$ cat config.mk
export PLATFORM = sky130hd
export DESIGN_NAME = rkli_ctrl
export DESIGN_NICKNAME = d
export VERILOG_FILES = /design/src/hdl/assert_macros.svh /design/src/hdl/rkli_pkg.sv /design/src/hdl/rkli_ctrl.sv
export SDC_FILE = /design/constraint.sdc
export NUM_CORES = 1
export LEC_CHECK = 0
export BUFFER_PORTS_ARGS = -buffer_cell sky130_fd_sc_hd__buf_2
export CORE_AREA = 10 10 51 53
export CTS_CLUSTER_DIAMETER = 100
export DETAILED_ROUTE_END_ITERATION = 8
export DIE_AREA = 0 0 61 63
export HOLD_SLACK_MARGIN = 0.1
export PLACE_DENSITY = 0.85
export SLEW_MARGIN = 20
export SYNTH_ARGS = -nofsm -noshare
export SYNTH_HDL_FRONTEND = slang
export SYNTH_SLANG_ARGS = --single-unit
$ cat constraint.sdc
create_clock -name clk -period 3.5 [get_ports clk]
set_input_delay 0.175 -clock clk [delete_from_list [all_inputs] [get_ports clk]]
set_output_delay 0.175 -clock clk [all_outputs]
set_load 0.01 [all_outputs]
$ cat src/hdl/assert_macros.svh
// assertion macros shared by the lookup block
`ifndef ASSERT_MACROS_SVH
`define ASSERT_MACROS_SVH

// a property that must hold at every clock edge outside reset
`define RKLI_ASSERT(lbl, prop, msg) \
    lbl: assert property (@(posedge clk) disable iff (!rst_n) (prop)) else $error(msg);

// a condition that must be followed by another in the next cycle
`define RKLI_ASSERT_NEXT(lbl, cause, effect, msg) \
    lbl: assert property (@(posedge clk) disable iff (!rst_n) (cause) |=> (effect)) \
        else $error(msg);

`endif

$ cat src/hdl/rkli_pkg.sv
// types, codes and defaults of the row keyed interpolation lookup
package rkli_pkg;

    localparam int MAX_ROWS_DEF    = 128;
    localparam int MAX_COLUMNS_DEF = 16;

    localparam int DIV_STEPS = 64;
    localparam int DIV_CNT_W = $clog2(DIV_STEPS);

    // request types
    localparam logic [1:0] REQ_AGE    = 2'd0;
    localparam logic [1:0] REQ_BP     = 2'd1;
    localparam logic [1:0] REQ_ENTRY  = 2'd2;
    localparam logic [1:0] REQ_LOOKUP = 2'd3;

    // response status codes
    localparam logic [1:0] ST_OK        = 2'd0;
    localparam logic [1:0] ST_EMPTY     = 2'd1;
    localparam logic [1:0] ST_NOT_FOUND = 2'd2;

    // configuration register indexes
    localparam logic CFG_ROWS = 1'b0;
    localparam logic CFG_COLS = 1'b1;

    typedef struct packed {
        logic [1:0]         req_type;
        logic [6:0]         row_slot;
        logic [3:0]         column_slot;
        logic signed [31:0] write_data;
        logic [7:0]         query_age;
        logic signed [31:0] query_value;
    } req_item_t;

    typedef struct packed {
        logic [1:0]         status;
        logic signed [31:0] result_value;
    } rsp_item_t;

    typedef enum logic [3:0] {
        S_IDLE,
        S_CHECK,
        S_ROW_RD,
        S_ROW_CMP,
        S_BP_FIRST,
        S_BP_LAST,
        S_SCAN_RD,
        S_SCAN_CMP,
        S_EXACT_RD,
        S_EXACT,
        S_Y1_RD,
        S_Y2_RD,
        S_MUL,
        S_DIV,
        S_SUM,
        S_RESP
    } state_t;

    typedef enum logic [1:0] {
        BP_FIRST,
        BP_LAST,
        BP_SCAN
    } bp_sel_t;

    typedef enum logic [2:0] {
        RES_WRITE,
        RES_EMPTY,
        RES_NOT_FOUND,
        RES_ENTRY,
        RES_INTERP
    } res_kind_t;

    typedef struct packed {
        logic      capture;
        logic      wr;
        logic      row_init;
        logic      row_rd;
        logic      row_next;
        logic      bp_rd;
        bp_sel_t   bp_sel;
        logic      save_x1;
        logic      save_x2;
        logic      col_first;
        logic      col_last;
        logic      col_one;
        logic      col_next;
        logic      ent_rd;
        logic      ent_prev;
        logic      save_y1;
        logic      mul;
        logic      div_step;
        logic      res_set;
        res_kind_t res_kind;
        logic      load_out;
    } dp_cmd_t;

    typedef struct packed {
        logic [1:0] req_type;
        logic       empty;
        logic       age_match;
        logic       row_last;
        logic       v_le_bp;
        logic       v_ge_bp;
        logic       v_eq_bp;
        logic       div_done;
    } dp_status_t;

endpackage

$ cat src/hdl/rkli_ctrl.sv
// controller: sequences writes, row search, breakpoint search and division
module rkli_ctrl import rkli_pkg::*; (
    input  logic       clk,
    input  logic       rst_n,
    input  logic       req_valid,
    output logic       req_ready,
    output logic       rsp_valid,
    input  logic       rsp_ready,
    input  dp_status_t stat,
    output dp_cmd_t    cmd
);

    state_t state_reg, state_next;
    logic rsp_valid_reg, rsp_valid_next;
    logic out_free;

    assign out_free  = !rsp_valid_reg || rsp_ready;
    assign rsp_valid = rsp_valid_reg;

    // state and output valid registers
    always_ff @(posedge clk or negedge rst_n)
    begin
        if (!rst_n)
        begin
            state_reg     <= S_IDLE;
            rsp_valid_reg <= 1'b0;
        end
        else
        begin
            state_reg     <= state_next;
            rsp_valid_reg <= rsp_valid_next;
        end
    end

    // next state
    always_comb
    begin
        state_next = state_reg;
        unique case (state_reg)
            S_IDLE:
                if (req_valid)
                    state_next = (stat.req_type == REQ_LOOKUP) ? S_CHECK : S_RESP;
            S_CHECK:
                state_next = stat.empty ? S_RESP : S_ROW_RD;
            S_ROW_RD:
                state_next = S_ROW_CMP;
            S_ROW_CMP:
                if (stat.age_match)
                    state_next = S_BP_FIRST;
                else if (stat.row_last)
                    state_next = S_RESP;
                else
                    state_next = S_ROW_RD;
            S_BP_FIRST:
                state_next = stat.v_le_bp ? S_EXACT_RD : S_BP_LAST;
            S_BP_LAST:
                state_next = stat.v_ge_bp ? S_EXACT_RD : S_SCAN_RD;
            S_SCAN_RD:
                state_next = S_SCAN_CMP;
            S_SCAN_CMP:
                if (stat.v_eq_bp)
                    state_next = S_EXACT_RD;
                else if (stat.v_le_bp)
                    state_next = S_Y1_RD;
                else
                    state_next = S_SCAN_RD;
            S_EXACT_RD:
                state_next = S_EXACT;
            S_EXACT:
                state_next = S_RESP;
            S_Y1_RD:
                state_next = S_Y2_RD;
            S_Y2_RD:
                state_next = S_MUL;
            S_MUL:
                state_next = S_DIV;
            S_DIV:
                if (stat.div_done)
                    state_next = S_SUM;
            S_SUM:
                state_next = S_RESP;
            S_RESP:
                if (out_free)
                    state_next = S_IDLE;
            default:
                state_next = S_IDLE;
        endcase
    end

    // commands to the datapath and handshake outputs
    always_comb
    begin
        cmd            = '0;
        cmd.bp_sel     = BP_SCAN;
        cmd.res_kind   = RES_WRITE;
        req_ready      = 1'b0;
        rsp_valid_next = rsp_valid_reg && !rsp_ready;
        unique case (state_reg)
            S_IDLE:
            begin
                req_ready = 1'b1;
                if (req_valid)
                begin
                    cmd.capture  = 1'b1;
                    cmd.wr       = stat.req_type != REQ_LOOKUP;
                    cmd.res_set  = stat.req_type != REQ_LOOKUP;
                    cmd.res_kind = RES_WRITE;
                end
            end
            S_CHECK:
            begin
                cmd.row_init = 1'b1;
                cmd.res_set  = stat.empty;
                cmd.res_kind = RES_EMPTY;
            end
            S_ROW_RD:
                cmd.row_rd = 1'b1;
            S_ROW_CMP:
            begin
                if (stat.age_match)
                begin
                    cmd.bp_rd  = 1'b1;
                    cmd.bp_sel = BP_FIRST;
                end
                else if (stat.row_last)
                begin
                    cmd.res_set  = 1'b1;
                    cmd.res_kind = RES_NOT_FOUND;
                end
                else
                    cmd.row_next = 1'b1;
            end
            S_BP_FIRST:
            begin
                cmd.save_x1 = 1'b1;
                if (stat.v_le_bp)
                    cmd.col_first = 1'b1;
                else
                begin
                    cmd.bp_rd  = 1'b1;
                    cmd.bp_sel = BP_LAST;
                end
            end
            S_BP_LAST:
            begin
                cmd.col_last = stat.v_ge_bp;
                cmd.col_one  = !stat.v_ge_bp;
            end
            S_SCAN_RD:
                cmd.bp_rd = 1'b1;
            S_SCAN_CMP:
            begin
                if (!stat.v_eq_bp && stat.v_le_bp)
                    cmd.save_x2 = 1'b1;
                else if (!stat.v_le_bp)
                begin
                    cmd.save_x1  = 1'b1;
                    cmd.col_next = 1'b1;
                end
            end
            S_EXACT_RD:
                cmd.ent_rd = 1'b1;
            S_EXACT:
            begin
                cmd.res_set  = 1'b1;
                cmd.res_kind = RES_ENTRY;
            end
            S_Y1_RD:
            begin
                cmd.ent_rd   = 1'b1;
                cmd.ent_prev = 1'b1;
            end
            S_Y2_RD:
            begin
                cmd.save_y1 = 1'b1;
                cmd.ent_rd  = 1'b1;
            end
            // upper entry is on the read port, load the product into the divider
            S_MUL:
            begin
                cmd.mul = 1'b1;
            end
            S_DIV:
                cmd.div_step = 1'b1;
            S_SUM:
            begin
                cmd.res_set  = 1'b1;
                cmd.res_kind = RES_INTERP;
            end
            S_RESP:
            begin
                if (out_free)
                begin
                    cmd.load_out   = 1'b1;
                    rsp_valid_next = 1'b1;
                end
            end
            default:
                cmd.bp_sel = BP_SCAN;
        endcase
    end

endmodule

==> impl_metrics.csv <==
group,metric,value,unit
global_routing,globalRouteOverflowTotal,0,
critical_path,cpMaxStageDelayCell,"sky130_fd_sc_hd__dfrtp_1",
hold_path,hold_path_class,"in2async",
cts,cts-resized-gates,0,
synth,synth.top_cell.area_share,16.8,%
synth,yosys_warnings,0,
cts,post_cts_hold_buffer_count,1,
global_routing,first_global_vias,826,
synth,ys_top_cells_by_area,"sky130_fd_sc_hd__dfrtp_1 (17%), sky130_fd_sc_hd__nor2_1 (5.5%), sky130_fd_sc_hd__a21oi_1 (5.4%)",
critical_path,regToRegStartpoint,"state_reg[0]",
timing,final_critical_path_setup_slack,1330,ps
synth,synth_fp_nets,112,
power_and_ir_drop,power-per-cell-area,896,mW/mm2
timing,hold_viol,0,
cts,htree_num_levels,1,
die,io_pins,39,
cells_and_area,layout-drive-gt1-share,41.0,%
timing,worst_slew_margin_rel,54.9,%
cts,cts_setup_buffers,0,
synth,ys_seq_elements,5,
route,routedWlPerCell,17.0,um
synth,synth-main-ff-cell,"sky130_fd_sc_hd__dfrtp_1",
route,detail-route-antenna-nets,0,
power_and_ir_drop,clkPwrFrac,7.8,%
timing,post-route-min-period,2170,ps
cts,clock_tree.buffer_depth,2,
critical_path,worst-setup-path-type,"reg2out",
placed_design,post-place-ws,1630,ps
placed_design,place_hpwl,2.04,mm
cells_and_area,area.growth.synth_to_final,25.5,%
flow_run,drv.max_cap_violation_count,0,
synth,postSynthAreaPerCell,7.52,um2
timing,timing.hold.ws,281,ps
critical_path,cp_data_arrival_time,2000,ps
route,via_count,914,
critical_path,start_kind,"flip-flop",
cts,cts_tree,"done",
die,chip_height,63,um
die,area_inside_the_core_boundary,0.00165,mm2
timing,min_period_over_period,62.1,%
synth,yosys.cell_types.count,44,
power_and_ir_drop,power_switching,0.000471,W
global_routing,grt_use_total,13.1,%
synth,synthDominantAreaCellType,"sky130_fd_sc_hd__dfrtp_1",
global_routing,antenna_found_initial,0,
synth,post_synth_instance_area,744,um2
critical_path,startpoint,"state_reg[0]",
synth,synth_enable_flop_cells,0,
global_routing,grt_start_max_net_pins,21,
cts,total_cts_buffers,3,
cts,clock_insertion_delay_worst_skew,240,ps
die,total_die_area,0.00384,mm2
timing,skew,2.45,ps
timing,max_freq,460,MHz
power_and_ir_drop,power_report.internal_total,0.000367,W
critical_path,critical_path_peak_fanout,20,
power_and_ir_drop,worst_voltage_drop_across_the_vdd_grid,585,uV
route,route.detailed.vias_per_inst,6.05,
timing,sum_neg_setup_slack,0,ps
cells_and_area,finish.net_count,148,
cells_and_area,largest_register_ff_count,4,
critical_path,setup.worst_path.end_class,"output pin",
synth,synth_sequential_area_ratio,16.8,%
cts,cts-root-buf,"sky130_fd_sc_hd__clkbuf_4",
timing,tightestPinTransition,677,ps
synth,asyncSetResetFlopFracSynth,100,%
timing,finalSetupViolations,0,
critical_path,list_of_cells_traversed_by_the_critical_path,"nand2_2, nor4_4, nor3_1, nand2b_1, buf_2",
placed_design,gpl.final_weighted_congestion,0.875,
die,start_util,45.1,%
die,row_count,15,
cts,clock-sinks,5,
synth,netlist_instances,99,
cts,path_clk_slew,40,ps
route,firstDrtPassIters,4,
critical_path,r2r.worst_path.cells,4,
placed_design,io_buffer_count,38,
timing,grt_setup_unrepaired,"false",
route,first_iter_violations,49,
power_and_ir_drop,leakage_power_summed_over_all_cells,0.462,nW
critical_path,timing.critical_path.required,3320,ps
power_and_ir_drop,combinationalPowerShare,66.7,%
die,chipWidth,61,um
global_routing,grt_pass1_wl,4.06,mm
power_and_ir_drop,seq_power_share,25.5,%
timing,timing_max_transition_violations_final,0,
cells_and_area,antenna_cells,0,
critical_path,slowest_cell_delay_on_critical_path,770,ps
route,post-route-drc-count,0,
power_and_ir_drop,sw_frac_of_total,56.2,%
outcome,result_of_the_run,"finished clean",
route,finalWirelength,2.56,mm
==> layout make-up <==
type	instances	area (um2)
Clock buffer	4	26.3
Fill cell	157	717
Inverter	6	22.5
Multi-Input combinational cell	80	539
Sequential cell	5	125
Tap cell	17	21.3
Timing Repair Buffer	39	200
==> worst max-delay path: cells and delay by family, from the launching register on <==
family	cells	cell delay [ps]
simple gates	4	860
flops	1	770
buf+inv	1	130
==> worst paths after layout <==
| path | to | slack, ps |
|---|---|---|
| setup / recovery | cmd[4] | 1330 |
| hold / removal | state_reg[3] | 280 |
| setup reg to reg | state_reg[3] | 1710 |
| hold reg to reg | rsp_valid | 610 |
| max in group asynchronous | state_reg[1] | 3090 |
| min in group clk | state_reg[0] | 290 |
==> stage by stage <==
stage          area (um2)  util (%)  total power [W]  cells
2_1_floorplan         744         -         0.000634     99
4_1_cts               935      56.6         0.000834    151
3_5_place_dp          898      54.4         0.000765    146
5_1_grt               935      56.6         0.000914    151
3_3_place_gp          898      54.4         0.000755    146
6_report              935      56.6         0.000838    151
==> metal layers <==
layer / track usage, % / vias to the layer above / part of all wire (%)
li1: - / 438 / -
met3: 5.69 / 6 / 13
met2: 21.8 / 57 / 50
met5: 0 / - / 0
met1: 15.0 / 413 / 35
met4: 2.47 / 0 / 1.4
==> kinds of logic after synthesis <==
kind of cell	count (synthesis)	synth area share (%)
AND/OR/NAND/NOR	51	44.9
AO/OA/AOI/OAI	28	26.2
buffers and inverters	14	10.8
flip-flops	5	16.8
multiplexers	1	1.34
==> power by group through the flow <==
| stage | Sequential [W] | Combinational, W | Clock, W |
|---|---|---|---|
| after floorplan | 0.000109 | 0.000525 | 0 |
| after global placement | 0.000206 | 0.000548 | 0 |
| after detailed placement | 0.000210 | 0.000555 | 0 |
| after CTS | 0.000209 | 0.000558 | 0.0000662 |
| after global routing | 0.000224 | 0.000617 | 0.0000722 |
| final | 0.000214 | 0.000559 | 0.0000649 |
==> synthesized netlist by cell type (all sizes together) (2+ instances only) <==
cell type / count
a31oi: 4
nor2: 11
buf: 7
nor3: 9
nor4: 5
nor2b: 3
inv: 6
or2: 4
nand2: 3
a211oi: 2
dfrtp: 5
nand2b: 6
o21ai: 7
a21oi: 8
and3: 2
==> cells in the final DEF (no fill, tap or decap), drive strengths merged, types with 2 or more instances in the layout <==
cell type	count
nand2b	6
a21oi	8
dfrtp	5
nor3	9
inv	6
nand2	3
o21ai	7
and3	2
a31oi	4
nor2b	3
nor4	5
buf	38
nor2	11
or2	4
a211oi	2
clkbuf	4
No activity file was read; power rests on OpenSTA's default activity.
